[src/rtl/vdh_pkg.sv]
// ----------------------------------------------------------------------------
// Vertex dedup hash table package
// Shared constants, the queue entry type and the hash helpers.
// ----------------------------------------------------------------------------
package vdh_pkg;

    localparam int TABLE_DEPTH    = 65536;
    localparam int COORD_W        = 32;
    localparam int INDEX_W        = 16;
    localparam int CAP_LOG2_W     = 5;
    localparam int CAP_LOG2_LIMIT = 16;
    localparam logic [CAP_LOG2_W-1:0] CAP_LOG2_RESET = 5'd16;
    localparam int EPOCH_W        = 8;
    localparam int QUEUE_DEPTH    = 2;
    localparam int MIX_STEPS      = 7;
    localparam int STEP_W         = $clog2(MIX_STEPS);

    typedef struct packed {
        logic [COORD_W-1:0] x;
        logic [COORD_W-1:0] y;
        logic [COORD_W-1:0] z;
        logic               start_mesh;
        logic [COORD_W-1:0] hash;
    } vdh_entry_t;

    function automatic logic [COORD_W-1:0] rotl32(input logic [COORD_W-1:0] v,
                                                  input int unsigned k);
        return (v << k) | (v >> (COORD_W - k));
    endfunction

    // One line of the final mix: t = (t ^ s) - rotl(s, k).
    function automatic logic [COORD_W-1:0] mix_line(input logic [COORD_W-1:0] t,
                                                    input logic [COORD_W-1:0] s,
                                                    input int unsigned k);
        return (t ^ s) - rotl32(s, k);
    endfunction

endpackage

[src/rtl/vdh_front.sv]
// ----------------------------------------------------------------------------
// Vertex dedup front end
// Takes a vertex, runs the 96-bit final mix one line per cycle and pushes
// the vertex with its hash into the queue.
// ----------------------------------------------------------------------------
module vdh_front (
    input  logic                        clk,
    input  logic                        rst_n,
    input  logic                        start,
    input  logic [vdh_pkg::COORD_W-1:0] coord_x,
    input  logic [vdh_pkg::COORD_W-1:0] coord_y,
    input  logic [vdh_pkg::COORD_W-1:0] coord_z,
    input  logic                        start_mesh,
    output logic                        front_busy,
    output logic                        push_valid,
    output vdh_pkg::vdh_entry_t         push_entry,
    input  logic                        push_ready
);

    localparam logic [1:0] S_IDLE = 2'd0;
    localparam logic [1:0] S_MIX  = 2'd1;
    localparam logic [1:0] S_PUSH = 2'd2;

    logic [1:0]                        state_reg, state_next;
    logic [vdh_pkg::STEP_W-1:0]        step_reg, step_next;
    logic [vdh_pkg::COORD_W-1:0]       a_reg, a_next;
    logic [vdh_pkg::COORD_W-1:0]       b_reg, b_next;
    logic [vdh_pkg::COORD_W-1:0]       c_reg, c_next;
    logic [vdh_pkg::COORD_W-1:0]       x_reg, x_next;
    logic [vdh_pkg::COORD_W-1:0]       y_reg, y_next;
    logic [vdh_pkg::COORD_W-1:0]       z_reg, z_next;
    logic                              mesh_reg, mesh_next;

    always_ff @(posedge clk or negedge rst_n)
    begin
        if (!rst_n)
        begin
            state_reg <= S_IDLE;
            step_reg  <= '0;
        end
        else
        begin
            state_reg <= state_next;
            step_reg  <= step_next;
        end
    end

    always_ff @(posedge clk)
    begin
        a_reg    <= a_next;
        b_reg    <= b_next;
        c_reg    <= c_next;
        x_reg    <= x_next;
        y_reg    <= y_next;
        z_reg    <= z_next;
        mesh_reg <= mesh_next;
    end

    always_comb
    begin
        state_next = state_reg;
        step_next  = step_reg;
        a_next     = a_reg;
        b_next     = b_reg;
        c_next     = c_reg;
        x_next     = x_reg;
        y_next     = y_reg;
        z_next     = z_reg;
        mesh_next  = mesh_reg;
        push_valid = 1'b0;
        case (state_reg)
            S_IDLE:
            begin
                if (start)
                begin
                    a_next     = coord_x;
                    b_next     = coord_y;
                    c_next     = coord_z;
                    x_next     = coord_x;
                    y_next     = coord_y;
                    z_next     = coord_z;
                    mesh_next  = start_mesh;
                    step_next  = '0;
                    state_next = S_MIX;
                end
            end
            S_MIX:
            begin
                case (step_reg)
                    3'd0:    c_next = vdh_pkg::mix_line(c_reg, b_reg, 14);
                    3'd1:    a_next = vdh_pkg::mix_line(a_reg, c_reg, 11);
                    3'd2:    b_next = vdh_pkg::mix_line(b_reg, a_reg, 25);
                    3'd3:    c_next = vdh_pkg::mix_line(c_reg, b_reg, 16);
                    3'd4:    a_next = vdh_pkg::mix_line(a_reg, c_reg, 4);
                    3'd5:    b_next = vdh_pkg::mix_line(b_reg, a_reg, 14);
                    default: c_next = vdh_pkg::mix_line(c_reg, b_reg, 24);
                endcase
                if (step_reg == vdh_pkg::STEP_W'(vdh_pkg::MIX_STEPS - 1))
                begin
                    state_next = S_PUSH;
                end
                else
                begin
                    step_next = step_reg + 1'b1;
                end
            end
            S_PUSH:
            begin
                push_valid = 1'b1;
                if (push_ready)
                begin
                    state_next = S_IDLE;
                end
            end
            default:
            begin
                state_next = S_IDLE;
            end
        endcase
    end

    assign front_busy            = (state_reg != S_IDLE);
    assign push_entry.x          = x_reg;
    assign push_entry.y          = y_reg;
    assign push_entry.z          = z_reg;
    assign push_entry.start_mesh = mesh_reg;
    assign push_entry.hash       = c_reg;

endmodule

[config.mk]
export PLATFORM = sky130hd
export DESIGN_NAME = vdh_front
export DESIGN_NICKNAME = d
export VERILOG_FILES = /design/src/rtl/vdh_pkg.sv /design/src/rtl/vdh_front.sv
export SDC_FILE = /design/constraint.sdc
export NUM_CORES = 1
export LEC_CHECK = 0
export ABC_AREA = 0
export BUFFER_PORTS_ARGS = -buffer_cell sky130_fd_sc_hd__buf_2
export CAP_MARGIN = 25
export CORE_MARGIN = 2
export CORE_UTILIZATION = 55
export CTS_CLUSTER_SIZE = 16
export DETAILED_ROUTE_END_ITERATION = 8
export PLACE_DENSITY = 0.8
export SKIP_LAST_GASP = 1
export SLEW_MARGIN = 20
export SYNTH_ARGS = -nofsm -noshare
export SYNTH_HDL_FRONTEND = slang
export SYNTH_SLANG_ARGS = --single-unit
[constraint.sdc]
create_clock -name clk -period 8.1 [get_ports clk]
set_input_delay 1.62 -clock clk [delete_from_list [all_inputs] [get_ports clk]]
set_output_delay 1.62 -clock clk [all_outputs]
set_load 0.02 [all_outputs]
==> impl_metrics.yaml <==
critical_path:
  crit_type: "flip-flop to flip-flop"
  cp-start-kind: "flip-flop"
  rrSetupSlack_ps: 3450
  rr_worst_depth: 15
  reg2reg_from: "step_reg[1]$_DFFE_PN0P_"
  end_kind: "flip-flop"
  r2r_end: "a_reg[26]$_DFFE_PP_"
  worstPathArrival_ps: 4830
  required_ps: 8270
  cp_max_fo: 33
global_routing:
  grt_antenna_before_repair: 1
  grt_use_met2_pct: 51.5
  grt_use_met1_pct: 46.8
  grt_pass1_vias: 11700
  gr-total-overflow: 0
  grt_pass1_wl_mm: 68.4
  grt-busiest-layer: "met2"
  grt_max_degree: 106
  gr-usage-met3_pct: 6.79
  grt_usage_pct: 33.5
yosys:
  synthesis.instances: 1433
  syn_area_sq_um: 14300
  avgSynthCellArea_sq_um: 9.99
  synth_edf_count: 193
  yosysUniqueCellTypes: 71
  synth_top_area_share_pct: 40.5
  ys_seq_area_share_pct: 41.4
  synth_largest_area_cell: "edfxtp_1"
  yosysWarnings: 0
  yosys-top-cells-area: "edfxtp_1 (40%), ha_1 (8.7%), xor2_1 (7.3%)"
  synthArstFlopShare_pct: 2.53
  syn-num-nets: 1636
  synth-seq-cells: 198
  ys.flop_type: "edfxtp_1"
cells_and_area:
  drive_gt1_share_pct: 18.4
  syn_to_final_growth_pct: 14.4
  nNetsFinal: 1830
  fin_cells: 1976
detailed_routing:
  ant_nets: 0
  vias_per_cell: 6.36
  first_pass_iters: 6
  routed_wl_mm: 46.3
  drc: 0
  vias: 12600
  drt_iter0_drc: 1553
  wl_per_cell_microns: 23.4
sta:
  finalCritPeriodShare_pct: 57.5
  skew_ps: 18.0
  slew-limit-headroom_pct: 31.4
  fmax_mhz: 215
  min_period_ps: 4650
  drv_slew: 0
  setup_tns_ps: 0
  tightest_slew_ps: 1030
  finalSetupViolCount: 0
  hold_viol_final: 0
  grt_setup_unrepaired: "no"
floorplanning:
  start_util_pct: 55.4
  fp.dieW_microns: 165
  die-area_sq_um: 27300
  core_area_sq_um: 25800
  io_pins: 232
  die_h_microns: 165
  row_count: 59
clocking:
  cts_buffers: 17
  ctsResizeCount: 0
  ctsHoldBuffers: 0
  cts_setup_buffers: 0
  cts.htree.levels: 4
  cts_sinks: 198
  clk_path_buf_depth: 2
  cts-root-buf: "clkbuf_16"
  clk_latency_ps: 460
  path_clk_slew_ps: 80
  cts_tree: "built"
worst_hold_path:
  hold_end: "step_reg[0]$_DFFE_PN0P_"
  hp-class: "flip-flop to flip-flop"
  worstHoldStart: "step_reg[0]$_DFFE_PN0P_"
  min_path_cells: 1
place:
  routabilityCongestion: 1.01
  hpwl_mm: 35.2
  dpl.cell_count: 1941
  portBuffers: 231
status:
  status: "finished clean"
flow_run:
  maxCapViolCount: 0
==> cell type report <==
class | instances | area [sq um]
flip-flops and latches | 198 | 5920
diodes | 1 | 2.50
inverters | 28 | 105
fillers | 2241 | 9460
clock buffers | 18 | 429
multi-input cells | 1140 | 8090
clock inverters | 14 | 138
repair buffers | 242 | 1270
well taps | 335 | 419
==> critical path, stage by stage (launching register included) <==
cell	delay, ps
dfrtp_1	410
inv_1	100
ha_1	230
nand2_2	750
mux2_2	320
ha_1	190
inv_1	70
fa_1	440
a211oi_1	310
o21a_1	230
o21ai_0	180
a21o_1	250
a31oi_1	390
o21ai_0	220
xnor2_1	190
o21ai_0	90
==> synth_stat cells, types with 4 or more instances <==
library cell,count
a211oi_1,13
a21o_1,41
a21oi_1,119
a22o_1,32
a31o_2,5
a31oi_1,11
and3_1,12
buf_1,12
clkbuf_1,52
dfrtp_1,5
edfxtp_1,193
ha_1,99
inv_1,28
mux2i_1,65
nand2_1,160
nand2b_1,17
nand3_1,22
nand4_1,17
nor2_1,46
nor2b_1,12
nor3_1,18
nor3b_1,4
o2111ai_1,4
o211ai_1,6
o21a_1,13
o21ai_0,145
o21bai_1,21
o31a_1,4
o31ai_1,8
or3_1,6
xnor2_1,55
xor2_1,120
==> metal layers <==
metal  routed length [microns]  share of wire [%]
met2                     20100                 44
met3                      4500                9.7
met1                     19600                 42
met5                         8              0.017
met4                      2000                4.3
==> worst max path at each step <==
stage,endpoint,startpoint,slack (ps)
floorplan,step_reg[2]$_DFFE_PN0P_,start,1450
global placement,c_reg[26]$_DFFE_PP_,step_reg[2]$_DFFE_PN0P_,3550
detailed placement,c_reg[26]$_DFFE_PP_,step_reg[2]$_DFFE_PN0P_,3450
CTS,c_reg[26]$_DFFE_PP_,step_reg[2]$_DFFE_PN0P_,3430
global route,a_reg[26]$_DFFE_PP_,step_reg[1]$_DFFE_PN0P_,3140
finish,a_reg[26]$_DFFE_PP_,step_reg[1]$_DFFE_PN0P_,3450
==> cells in the final DEF (no fill, tap or decap), drive strengths merged, types with 4 or more instances in the layout <==
master,n
clkinv,5
a2111oi,4
o21ai,148
or3,6
o21a,13
inv,35
mux2i,65
a31oi,12
and3,12
nor3b,4
o2111ai,5
nand2b,17
edfxtp,193
nand4,17
nand3,22
xnor2,55
buf,242
nor2,46
o31ai,8
o22ai,4
nor2b,12
dfrtp,5
a21o,41
o211ai,6
o21bai,21
o31a,4
a31o,6
a22o,32
clkbuf,18
ha,99
a211oi,13
nor3,19
xor2,120
nand2,160
a21oi,120
==> logic make-up (layout without fill, tap and decap cells) <==
group | count (synthesis) | in the layout | synth area share (%)
xor gates and xnor gates | 175 | 175 | 10.7
and+or+nand+nor | 335 | 335 | 10.9
adders and majority gates | 102 | 102 | 9.07
AOI/OAI and AO/OA | 460 | 460 | 20.6
muxes | 68 | 68 | 4.78
DFF | 198 | 198 | 41.4
buffers and inverters | 95 | 302 | 2.53
other | 0 | 1 | 0
==> metrics by stage <==
stage	util (%)	hold slack (ps)	instance area [sq um]	setup WS, ps
final	63.4	625	16400	3450
after global placement	60.9	579	15700	3550
after floorplan	-	555	14300	1450
after global routing	63.4	650	16400	3140
after detailed placement	61.1	601	15800	3450
after CTS	63.2	617	16300	3430
Power is not shown: default switching activity piles up to over one toggle a cycle in this logic, so the estimate is an artifact.
