$ cat config.mk
export PLATFORM = sky130hd
export DESIGN_NAME = vdh_queue
export DESIGN_NICKNAME = d
export VERILOG_FILES = /design/src/rtl/vdh_pkg.sv /design/src/rtl/vdh_queue.sv
export SDC_FILE = /design/constraint.sdc
export NUM_CORES = 1
export LEC_CHECK = 0
export ABC_AREA = 1
export CAP_MARGIN = 20
export CORE_AREA = 2 2 200 202
export CTS_CLUSTER_DIAMETER = 30
export CTS_CLUSTER_SIZE = 10
export DETAILED_ROUTE_END_ITERATION = 10
export DIE_AREA = 0 0 202 204
export DONT_BUFFER_PORTS = 1
export PLACE_DENSITY = 0.44
export SYNTH_ARGS = -nofsm -noshare
export SYNTH_HDL_FRONTEND = slang
export SYNTH_SLANG_ARGS = --single-unit
$ cat constraint.sdc
create_clock -name clk -period 17.5 [get_ports clk]
set_clock_uncertainty 0.1 [all_clocks]
set_input_delay 0.875 -clock clk [delete_from_list [all_inputs] [get_ports clk]]
set_output_delay 0.875 -clock clk [all_outputs]
set_load 0.01 [all_outputs]
$ cat src/rtl/vdh_pkg.sv
// ----------------------------------------------------------------------------
// Vertex dedup hash table package
// Shared constants, the queue entry type and the hash helpers.
// ----------------------------------------------------------------------------
package vdh_pkg;

    localparam int TABLE_DEPTH    = 65536;
    localparam int COORD_W        = 32;
    localparam int INDEX_W        = 16;
    localparam int CAP_LOG2_W     = 5;
    localparam int CAP_LOG2_LIMIT = 16;
    localparam logic [CAP_LOG2_W-1:0] CAP_LOG2_RESET = 5'd16;
    localparam int EPOCH_W        = 8;
    localparam int QUEUE_DEPTH    = 2;
    localparam int MIX_STEPS      = 7;
    localparam int STEP_W         = $clog2(MIX_STEPS);

    typedef struct packed {
        logic [COORD_W-1:0] x;
        logic [COORD_W-1:0] y;
        logic [COORD_W-1:0] z;
        logic               start_mesh;
        logic [COORD_W-1:0] hash;
    } vdh_entry_t;

    function automatic logic [COORD_W-1:0] rotl32(input logic [COORD_W-1:0] v,
                                                  input int unsigned k);
        return (v << k) | (v >> (COORD_W - k));
    endfunction

    // One line of the final mix: t = (t ^ s) - rotl(s, k).
    function automatic logic [COORD_W-1:0] mix_line(input logic [COORD_W-1:0] t,
                                                    input logic [COORD_W-1:0] s,
                                                    input int unsigned k);
        return (t ^ s) - rotl32(s, k);
    endfunction

endpackage

$ cat src/rtl/vdh_queue.sv
// ----------------------------------------------------------------------------
// Vertex dedup queue
// Short register FIFO between the hashing front end and the probing back end.
// ----------------------------------------------------------------------------
module vdh_queue (
    input  logic                clk,
    input  logic                rst_n,
    input  logic                push_valid,
    input  vdh_pkg::vdh_entry_t push_entry,
    output logic                push_ready,
    output logic                pop_valid,
    output vdh_pkg::vdh_entry_t pop_entry,
    input  logic                pop
);

    localparam int PTR_W = (vdh_pkg::QUEUE_DEPTH > 1) ? $clog2(vdh_pkg::QUEUE_DEPTH) : 1;
    localparam int CNT_W = $clog2(vdh_pkg::QUEUE_DEPTH + 1);

    vdh_pkg::vdh_entry_t entries [vdh_pkg::QUEUE_DEPTH];
    logic [PTR_W-1:0]    wr_ptr_reg, wr_ptr_next;
    logic [PTR_W-1:0]    rd_ptr_reg, rd_ptr_next;
    logic [CNT_W-1:0]    fill_reg, fill_next;
    logic                do_push, do_pop;

    assign push_ready = (fill_reg != CNT_W'(vdh_pkg::QUEUE_DEPTH));
    assign pop_valid  = (fill_reg != '0);
    assign do_push    = push_valid && push_ready;
    assign do_pop     = pop && pop_valid;
    assign pop_entry  = entries[rd_ptr_reg];

    always_comb
    begin
        wr_ptr_next = wr_ptr_reg;
        rd_ptr_next = rd_ptr_reg;
        fill_next   = fill_reg;
        if (do_push)
        begin
            wr_ptr_next = (wr_ptr_reg == PTR_W'(vdh_pkg::QUEUE_DEPTH - 1)) ? '0
                                                                          : wr_ptr_reg + 1'b1;
        end
        if (do_pop)
        begin
            rd_ptr_next = (rd_ptr_reg == PTR_W'(vdh_pkg::QUEUE_DEPTH - 1)) ? '0
                                                                          : rd_ptr_reg + 1'b1;
        end
        if (do_push && !do_pop)
        begin
            fill_next = fill_reg + 1'b1;
        end
        else if (do_pop && !do_push)
        begin
            fill_next = fill_reg - 1'b1;
        end
    end

    always_ff @(posedge clk or negedge rst_n)
    begin
        if (!rst_n)
        begin
            wr_ptr_reg <= '0;
            rd_ptr_reg <= '0;
            fill_reg   <= '0;
        end
        else
        begin
            wr_ptr_reg <= wr_ptr_next;
            rd_ptr_reg <= rd_ptr_next;
            fill_reg   <= fill_next;
        end
    end

    always_ff @(posedge clk)
    begin
        if (do_push)
        begin
            entries[wr_ptr_reg] <= push_entry;
        end
    end

endmodule

==> results of run 1 <==
==> synth_stat cells, drive strengths merged <==
cell and count:
ha 1, inv 7, buf 28, dfrtp 4, edfxtp 258, nand3 2
xor2 1, nand2 397, nand4 1, nor2 2, clkbuf 1, xnor2 1
==> metrics by stage <==
step,cells,setup slack [ns]
2_1_floorplan,703,10.44
3_3_place_gp,1205,13.93
3_5_place_dp,1205,13.90
4_1_cts,1314,13.28
5_1_grt,1314,13.15
6_report,1316,13.48
==> logic make-up after synthesis <==
group                    Yosys count
adder cells (fa/ha/maj)            1
AND/OR/NAND/NOR                  402
XOR/XNOR                           2
flip-flops                       262
buffers and inverters             36
==> worst paths after layout <==
path                           startpoint  slack, ns        endpoint
setup / recovery               rd_ptr_reg      13.48   pop_entry[85]
hold / removal             push_entry[89]       0.30  entries[1][89]
setup reg to reg              fill_reg[0]      14.75  entries[1][34]
hold reg to reg               fill_reg[1]       0.39     fill_reg[1]
max in group asynchronous           rst_n      16.60      rd_ptr_reg
min in group asynchronous           rst_n       0.49     fill_reg[0]
==> critical path: cells and delay by family (launching register included) <==
family        cells  cell delay [ns]
flops             1             0.71
simple gates      2             0.31
buf+inv           2             1.38
==> layer usage <==
layer,vias to the layer above,part of all wire
li1,2471,-
met1,2485,0.38
met2,193,0.46
met3,32,0.14
met4,0,0.025
met5,-,0
==> where the power goes <==
part / switching (mW) / internal (mW)
Combinational: 0.390 / 0.0858
Sequential: 0.0510 / 0.862
Clock: 0.332 / 0.700
==> final cells by class <==
class                           count  area [um^2]  share of cell area
Antenna cell                        2         5.00            0.000415
Clock buffer                       68         1510               0.125
Clock inverter                     40          390              0.0324
Inverter                            7         28.8             0.00239
Multi-Input combinational cell    405         1560               0.129
Sequential cell                   262         7850               0.651
Tap cell                          525          657              0.0545
Timing Repair Buffer                7         55.1             0.00457
==> cell usage in the layout, fill, tap and decap left out, drive strengths merged <==
master	netlist	layout
inv	7	10
clkinv	0	26
nand2	397	397
buf	28	6
diode	0	2
nand3	2	2
dfrtp	4	4
nand4	1	1
xnor2	1	1
xor2	1	1
ha	1	1
edfxtp	258	258
dlygate4sd3	0	1
clkinvlp	0	5
nor2	2	2
clkbuf	1	68
bufinv	0	6
==> results.sh, run 1 <==
export IMPL_nNetsFinal=875
export IMPL_maxSlewViolCount=0
export IMPL_clk_path_buf_depth=3
export IMPL_setup_violations=0
export IMPL_whs_ns=0.297
export IMPL_drt_drc_violations_left=0
export IMPL_syn_inst_count=703
export IMPL_globalRouteMet2Util=0.154
export IMPL_gr_total_overflow=0
export IMPL_setup_worst_path_start_class="flop"
export IMPL_rsz_0062_raised_after_global_routing="false"
export IMPL_largest_register_ff_count=258
export IMPL_layout_drive_gt1_share=0.128
export IMPL_worst_ir_drop_vdd_uv=112
export IMPL_area_contributors_post_synth="edfxtp_1 80%, nand2_1 15%, buf_6 1.3%"
export IMPL_setup_tns_final_ns=0
export IMPL_syn_mean_instance_area_um2=13.7
export IMPL_tritoncts_num_buffers=58
export IMPL_max_slew_margin=0.369
export IMPL_yosys_warnings=0
export IMPL_gr_usage_met1=0.112
export IMPL_holdPathStages=0
export IMPL_cts_htree_levels=2
export IMPL_cp_required_ns=16.52
export IMPL_layout_cell_area_non_filler_mm2=0.0121
export IMPL_timing_reg2reg_worst_path_depth=5
export IMPL_postCtsSetupRepairBufs=0
export IMPL_vias=5181
export IMPL_timing_limited_maximum_frequency_ghz=0.248
export IMPL_post_dp_hpwl_mm=12.9
export IMPL_cp_arrival_ns=3.05
export IMPL_synth_seq_cells=262
export IMPL_global_route_usage_sum=0.103
export IMPL_grt_max_degree=78
export IMPL_most_frequent_cp_cell="nand2_1"
export IMPL_layout_min_cycle_time_ns=4.02
export IMPL_synth_top_family_by_area="simple AND/OR/NAND/NOR gates"
export IMPL_grt_met3_usage=0.0679
export IMPL_worst_setup_hold_path_clk_slew_ns=0.05
export IMPL_cts_hold_buf=1
export IMPL_initial_antenna_violation_count=1
export IMPL_cts_sinks=262
export IMPL_synth_xor_area_frac=0.00182
export IMPL_post_drt_via_cell_ratio=3.94
export IMPL_hold_class="input port to flop"
export IMPL_initial_utilization=0.246
export IMPL_area_delta_synth_final_pct=25.2
export IMPL_path_class="flop to primary output"
export IMPL_floorplan_die_width_um=202
export IMPL_drt_first_pass_iters=4
export IMPL_cts_root_buffer="clkbuf_16"
export IMPL_cell_taking_the_most_area_after_synthesis="edfxtp_1"
export IMPL_core_area_mm2=0.0392
export IMPL_syn_nets=837
export IMPL_std_cell_rows=73
export IMPL_grt_first_pass_wirelength_mm=31.7
export IMPL_pwr_density_cell_mw_per_mm2=201
export IMPL_worst_slew_pin_slew_ns=0.947
export IMPL_final_wirelength_mm=21.7
export IMPL_static_leakage_power_nw=4.62
export IMPL_wl_per_cell_um=16.5
export IMPL_post_synthesis_compound_gate_area_fraction=0
export IMPL_total_power_mw=2.42
export IMPL_ys_seq_area_frac=0.815
export IMPL_reported_max_cap_violation_count=0
export IMPL_timing_critical_path_cells="inv_4 -> buf_4 -> nand2_1 -> nand2_1"
export IMPL_synth_area_mux_share=0
export IMPL_detailed_place_area_mm2=0.0101
export IMPL_cell_at_the_slowest_stage_of_the_critical_path="dfrtp_4"
export IMPL_netlist_cell_type_count=15
export IMPL_clock_tree_from_tritoncts="done"
export IMPL_cp_max_fo=71
export IMPL_synth_simple_gate_area_share=0.157
export IMPL_netlist_area_mm2=0.00963
export IMPL_placement_io_buffers=0
export IMPL_area_share_of_fa_ha_maj_cells_after_synthesis=0.00130
export IMPL_post_route_util=0.308
export IMPL_outcome="completed"
export IMPL_via_count_of_the_first_global_routing_pass=5116
export IMPL_place_congestion=0.689
export IMPL_layout_filler_cells=3881
export IMPL_setup_worst_path_end_class="primary output"
export IMPL_die_h_um=204
export IMPL_number_of_drc_violations_after_detailed_routing_iteration_0=297
export IMPL_floorplan_die_area_mm2=0.0412
export IMPL_num_ports=264
export IMPL_critical_path_max_stage_delay_ns=0.71
export IMPL_yosys_top_cell_area_share=0.804
export IMPL_ctsResizeCount=0
export IMPL_period_share=0.230
export IMPL_grt_most_used_layer="met2"
export IMPL_clk_latency_ns=0.57
export IMPL_postRouteAntennaNets=0
export IMPL_report_final_hold_viol_count=0
(Power assumes the default switching activity.)
==> inputs of run 2 (changes only) <==
- ABC_AREA: 1 -> 0
- CORE_AREA: 2 2 200 202 -> 2 2 199 201
- DIE_AREA: 0 0 202 204 -> 0 0 201 203
- PLACE_DENSITY: 0.44 -> 0.45
- clock period: 17.5 -> 3.51 ns (I/O delays scaled with it)
==> run 2 against run 1 <==
  * Critical path depth is 2 lower
  * First-iteration DRC count shrank 47%
  * Cell count down 12%
  * Global-route usage is 0.91 points lower
  * Sequential share of layout area fell by 5.8 points
  * Sequential power rose to 5.0 times the previous value
  * Non-clock buffer count increased by 132
==> results.sh, run 2 <==
export IMPL_syn_nets=553
export IMPL_path_class="flop to primary output"
export IMPL_pwr_density_cell_mw_per_mm2=883
export IMPL_clock_tree_from_tritoncts="done"
export IMPL_cp_required_ns=3.23
export IMPL_max_slew_margin=0.462
export IMPL_initial_utilization=0.248
export IMPL_worst_slew_pin_slew_ns=0.807
export IMPL_postRouteAntennaNets=0
export IMPL_multi_input_gate_area_mm2=0.00156
export IMPL_gr_total_overflow=0
export IMPL_share_clk_of_total_power=0.408
export IMPL_layout_common_cells="258 x edfxtp_1, 133 x dlygate4sd3_1, 129 x mux2_2"
export IMPL_post_route_util=0.344
export IMPL_synthMostInstantiatedCell="edfxtp_1"
export IMPL_syn_mean_instance_area_um2=22.7
export IMPL_vias=4591
export IMPL_std_cell_rows=72
export IMPL_number_of_drc_violations_after_detailed_routing_iteration_0=157
export IMPL_tritoncts_num_buffers=54
export IMPL_n_antenna_cell=0
export IMPL_clk_latency_ns=0.56
export IMPL_hold_class="input port to flop"
export IMPL_ys_top_cells_by_count="258 x edfxtp_1, 129 x mux2_2, 10 x buf_6"
export IMPL_static_leakage_power_nw=4.45
export IMPL_cts_root_buffer="clkbuf_16"
export IMPL_report_final_hold_viol_count=0
export IMPL_crit_reg2reg_launch="fill_reg[0]"
export IMPL_netlist_cell_type_count=15
export IMPL_global_route_usage_sum=0.0939
export IMPL_share_seq_of_total_power=0.388
export IMPL_cp_max_fo=37
export IMPL_placement_io_buffers=0
export IMPL_worstPathBufferInverterCount=1
export IMPL_floorplan_die_area_mm2=0.0408
export IMPL_period_share=0.720
export IMPL_netlist_area_mm2=0.00953
export IMPL_timing_hold_worst_endpoint="entries[1][117]"
export IMPL_post_dp_hpwl_mm=11.9
export IMPL_grt_max_degree=130
export IMPL_syn_inst_count=419
export IMPL_cts_sinks=262
export IMPL_final_wirelength_mm=19.5
export IMPL_worst_setup_hold_path_clk_slew_ns=0.05
export IMPL_post_drt_via_cell_ratio=3.95
export IMPL_intPower_mw=8.38
export IMPL_largest_register_ff_count=258
export IMPL_drt_drc_violations_left=0
export IMPL_setup_worst_path_end_class="primary output"
export IMPL_setup_reg_to_reg_worst_slack_ns=1.51
export IMPL_via_count_of_the_first_global_routing_pass=5152
export IMPL_total_power_mw=11.7
export IMPL_outcome="completed"
export IMPL_cp_startpoint="rd_ptr_reg"
export IMPL_mostFrequentLayoutCell="edfxtp_1"
export IMPL_reported_max_cap_violation_count=0
export IMPL_maxSlewViolCount=0
export IMPL_num_ports=264
export IMPL_yosys_warnings=0
export IMPL_cell_taking_the_most_area_after_synthesis="edfxtp_1"
export IMPL_ctsResizeCount=0
export IMPL_layout_min_cycle_time_ns=2.53
export IMPL_endpoint_of_the_worst_slack_reg_to_reg_timing_path="entries[1][28]"
export IMPL_die_h_um=203
export IMPL_seq_area_mm2=0.00785
export IMPL_timing_reg2reg_worst_path_depth=3
export IMPL_worst_ir_drop_vdd_uv=459
export IMPL_sw_frac_of_total=0.283
export IMPL_yosys_top_cell_area_share=0.813
export IMPL_drt_first_pass_iters=4
export IMPL_timing_limited_maximum_frequency_ghz=0.396
export IMPL_whs_ns=0.155
export IMPL_holdPathStages=1
export IMPL_cts_htree_levels=2
export IMPL_power_switching_mw=3.31
export IMPL_setup_worst_path_start_class="flop"
export IMPL_clk_path_buf_depth=3
export IMPL_timing_critical_path_cells="buf_4 -> mux2_2"
export IMPL_area_delta_synth_final_pct=38.9
export IMPL_synth_seq_cells=262
export IMPL_hold_start="push_entry[117]"
export IMPL_area_contributors_post_synth="edfxtp_1 81%, mux2_2 15%, buf_6 1.2%"
export IMPL_cell_at_the_slowest_stage_of_the_critical_path="dfrtp_4"
export IMPL_initial_antenna_violation_count=2
export IMPL_cts_hold_buf=133
export IMPL_ys_seq_area_frac=0.824
export IMPL_rsz_0062_raised_after_global_routing="false"
export IMPL_comb_power_share=0.204
export IMPL_cp_arrival_ns=2.25
export IMPL_layout_filler_cells=3621
export IMPL_floorplan_die_width_um=201
export IMPL_critPathTopFamily="flip-flops"
export IMPL_setup_tns_final_ns=0
export IMPL_postCtsSetupRepairBufs=0
export IMPL_core_area_mm2=0.0385
export IMPL_wl_per_cell_um=16.8
export IMPL_layout_drive_gt1_share=0.357
export IMPL_setup_violations=0
export IMPL_number_of_enable_flip_flop_cells_after_synthesis=258
export IMPL_nNetsFinal=734
export IMPL_critical_path_max_stage_delay_ns=0.76
export IMPL_synth_main_ff_cell="edfxtp_1"
export IMPL_grt_first_pass_wirelength_mm=29.2
export IMPL_synth_async_reset_ratio=0.0153
export IMPL_place_congestion=0.751
==> run 2: cell count changes in the layout (fill, tap and decap cells not counted), moves of 5 or more <==
cell	delta
inv_6	+8
mux2_2	+129
nand2_1	-395
clkbuf_16	-5
inv_1	-5
dlygate4sd3_1	+132
==> run 2: worst max-delay path by stage <==
stage                           to  slack [ns]  depth (start not counted)
floorplan            entries[0][0]        0.35                          3
global placement    entries[1][19]        1.56                          3
detailed placement  entries[1][27]        1.53                          3
CTS                  pop_entry[21]        0.91                          2
global route          pop_entry[1]        0.85                          2
finish                pop_entry[1]        0.98                          2
==> run 2: metrics by stage <==
| stage | worst slack, ns | std cells | area [um^2] |
|---|---|---|---|
| after floorplan | 0.346 | 419 | 9540 |
| after global placement | 1.56 | 929 | 10200 |
| after detailed placement | 1.53 | 929 | 10200 |
| after CTS | 0.908 | 1163 | 13200 |
| after global routing | 0.852 | 1163 | 13200 |
| final | 0.984 | 1163 | 13200 |
==> run 2: area by class of cell <==
type / instances / area share
repair buffers: 139 / 0.108
inverters: 1 / 0.000284
clock inverters: 42 / 0.0289
flip-flops and latches: 262 / 0.593
clock buffers: 59 / 0.103
well taps: 518 / 0.0490
multi-input cells: 142 / 0.117
==> run 2: worst register-to-register path: cells and delay by family, from the launching register on <==
kind                   cells  cell delay, ns
buffers and inverters      1            0.51
DFF                        1            0.40
and+or+nand+nor            2            0.45
==> run 2: logic make-up after synthesis <==
group,synth area share
flip-flops,0.824
multiplexers,0.152
buffers and inverters,0.0146
AND/OR/NAND/NOR,0.00355
XOR/XNOR,0.00460
adder cells (fa/ha/maj),0.00131
==> run 2: power by group through the flow <==
| stage | Combinational [mW] | Sequential [mW] | Clock, mW |
|---|---|---|---|
| after floorplan | 1.93 | 4.48 | 0 |
| after global placement | 2.26 | 4.57 | 0 |
| after detailed placement | 2.31 | 4.60 | 0 |
| after CTS | 2.47 | 4.55 | 4.89 |
| after global routing | 2.56 | 4.60 | 5.05 |
| final | 2.39 | 4.53 | 4.77 |
==> run 2: layer usage <==
| metal | GRT usage | share of wire | up-vias |
|---|---|---|---|
| li1 | - | - | 2055 |
| met1 | 0.0906 | 0.36 | 2278 |
| met2 | 0.161 | 0.51 | 193 |
| met3 | 0.0433 | 0.090 | 61 |
| met4 | 0.0624 | 0.042 | 4 |
| met5 | 0 | 0.0014 | - |
==> inputs of run 3 (changes only) <==
- PLACE_DENSITY: 0.45 -> 0.44
- clock period: 3.51 -> 2.6 ns (I/O delays scaled with it)
==> run 3 against run 2 <==
  * Cell area rose by 1.6%
  * Routed wire length rose by 2.7%
  * Critical path depth is the same
  * Power up 41%
  * Highest routed layer is now met4
  * Largest cell class unchanged
  * Die area stayed put
  * Sequential power increased by 33%
  * Sequential share of layout area is 0.94 points lower
  * Core utilization increased by 0.55 points
  * Non-clock buffer count is the same
==> results.sh, run 3 (synthesis results as in run 2) <==
export IMPL_maxSlewViolCount=0
export IMPL_path_class="flop to primary output"
export IMPL_initial_utilization=0.248
export IMPL_final_wirelength_mm=20.0
export IMPL_number_of_drc_violations_after_detailed_routing_iteration_0=171
export IMPL_largest_register_ff_count=258
export IMPL_std_cell_rows=72
export IMPL_global_route_usage_sum=0.0978
export IMPL_mostFrequentLayoutCell="edfxtp_1"
export IMPL_layout_min_cycle_time_ns=2.19
export IMPL_intPower_mw=12.0
export IMPL_share_clk_of_total_power=0.431
export IMPL_gr_total_overflow=0
export IMPL_power_switching_mw=4.53
export IMPL_nNetsFinal=737
export IMPL_layout_filler_cells=3611
export IMPL_worst_setup_hold_path_clk_slew_ns=0.05
export IMPL_clock_tree_from_tritoncts="done"
export IMPL_grt_first_pass_wirelength_mm=30.4
export IMPL_initial_antenna_violation_count=0
export IMPL_cts_root_buffer="clkbuf_16"
export IMPL_n_antenna_cell=0
export IMPL_report_final_hold_viol_count=0
export IMPL_layout_common_cells="258 x edfxtp_1, 133 x dlygate4sd3_1, 129 x mux2_2"
export IMPL_holdPathStages=1
export IMPL_grt_max_degree=87
export IMPL_hold_class="input port to flop"
export IMPL_comb_power_share=0.204
export IMPL_num_ports=264
export IMPL_setup_worst_path_end_class="primary output"
export IMPL_die_h_um=203
export IMPL_cp_max_fo=62
export IMPL_rsz_0062_raised_after_global_routing="false"
export IMPL_postCtsSetupRepairBufs=0
export IMPL_worst_ir_drop_vdd_uv=735
export IMPL_max_slew_margin=0.587
export IMPL_layoutNonFillerInstCount=1166
export IMPL_reported_max_cap_violation_count=0
export IMPL_vias=4602
export IMPL_setup_violations=0
export IMPL_drt_first_pass_iters=4
export IMPL_worstPathBufferInverterCount=1
export IMPL_via_count_of_the_first_global_routing_pass=5256
export IMPL_timing_reg2reg_worst_path_depth=4
export IMPL_cell_at_the_slowest_stage_of_the_critical_path="dfrtp_4"
export IMPL_timing_critical_path_cells="buf_12 -> mux2_2"
export IMPL_cp_required_ns=2.37
export IMPL_critical_path_max_stage_delay_ns=0.53
export IMPL_post_route_util=0.350
export IMPL_wl_per_cell_um=17.2
export IMPL_cts_htree_levels=2
export IMPL_clk_latency_ns=0.57
export IMPL_setup_tns_final_ns=0
export IMPL_critical_path_depth=2
export IMPL_layout_drive_gt1_share=0.363
export IMPL_critPathTopFamily="flip-flops"
export IMPL_place_congestion=0.727
export IMPL_setup_worst_path_start_class="flop"
export IMPL_share_seq_of_total_power=0.365
export IMPL_timing_limited_maximum_frequency_ghz=0.458
export IMPL_sw_frac_of_total=0.274
export IMPL_cts_sinks=262
export IMPL_postRouteAntennaNets=0
export IMPL_floorplan_die_width_um=201
export IMPL_floorplan_die_area_mm2=0.0408
export IMPL_cp_arrival_ns=1.96
export IMPL_cts_hold_buf=133
export IMPL_tritoncts_num_buffers=57
export IMPL_total_power_mw=16.5
export IMPL_static_leakage_power_nw=4.55
export IMPL_placedCellCount=929
export IMPL_post_drt_via_cell_ratio=3.95
export IMPL_clk_path_buf_depth=3
export IMPL_placement_io_buffers=0
export IMPL_period_share=0.841
export IMPL_drt_drc_violations_left=0
export IMPL_outcome="completed"
export IMPL_area_delta_synth_final_pct=41.2
export IMPL_core_area_mm2=0.0385
export IMPL_ctsResizeCount=0
export IMPL_worst_slew_pin_slew_ns=0.620
export IMPL_pwr_density_cell_mw_per_mm2=1230
-- run 3: cell types whose count changed in the layout (fill, tap and decap cells not counted), moves of 3 or more --
cell	delta
clkinv_2	-3
clkinv_1	+3
clkbuf_1	-3
clkbuf_16	+3
inv_6	-6
clkinv_4	+5
bufinv_16	+5
-- run 3: power by group through the flow --
stage | registers (mW) | clock network (mW) | logic, mW
final | 6.04 | 7.11 | 3.37
after detailed placement | 6.12 | 0 | 3.25
after global placement | 6.07 | 0 | 3.22
after global routing | 6.12 | 7.52 | 3.62
after floorplan | 6.05 | 0 | 2.62
after CTS | 6.05 | 7.30 | 3.47
-- run 3: final timing paths --
kind	startpoint	end	slack (ns)
max	rd_ptr_reg	pop_entry[94]	0.41
min	push_entry[18]	entries[0][18]	0.11
min reg2reg	fill_reg[0]	fill_reg[0]	0.44
min in group asynchronous	rst_n	wr_ptr_reg	0.27
max in group asynchronous	rst_n	rd_ptr_reg	1.93
max reg2reg	fill_reg[0]	entries[0][5]	0.75
-- run 3: stage by stage --
stage / area, um^2 / setup slack, ns / hold slack (ns)
5_1_grt: 13500 / 0.331 / 0.0905
4_1_cts: 13500 / 0.350 / 0.0555
6_report: 13500 / 0.414 / 0.106
3_3_place_gp: 10200 / 0.796 / -0.265
3_5_place_dp: 10200 / 0.733 / -0.265
2_1_floorplan: 9550 / -0.449 / -0.266
-- run 3: metal layers --
| metal | track usage | vias to the layer above | share of wire |
|---|---|---|---|
| met5 | 0 | - | 0 |
| met4 | 0.0534 | 0 | 0.035 |
| met3 | 0.0493 | 55 | 0.11 |
| met2 | 0.158 | 214 | 0.48 |
| met1 | 0.104 | 2269 | 0.38 |
| li1 | - | 2064 | - |
-- run 3: area by class of cell --
class	instances	area, um^2	share of cell area
clock buffer	59	1430	0.107
clock inverter	45	504	0.0375
inverter	1	3.75	0.000279
multi-input combinational	142	1570	0.117
sequential	262	7850	0.584
tap	518	648	0.0482
timing repair buffer	139	1440	0.107
-- run 3: worst register-to-register path: cells and delay by family (launching register included) --
kind | cells | cell delay, ns
DFF | 1 | 0.41
and+or+nand+nor | 3 | 0.42
buffers and inverters | 1 | 0.50
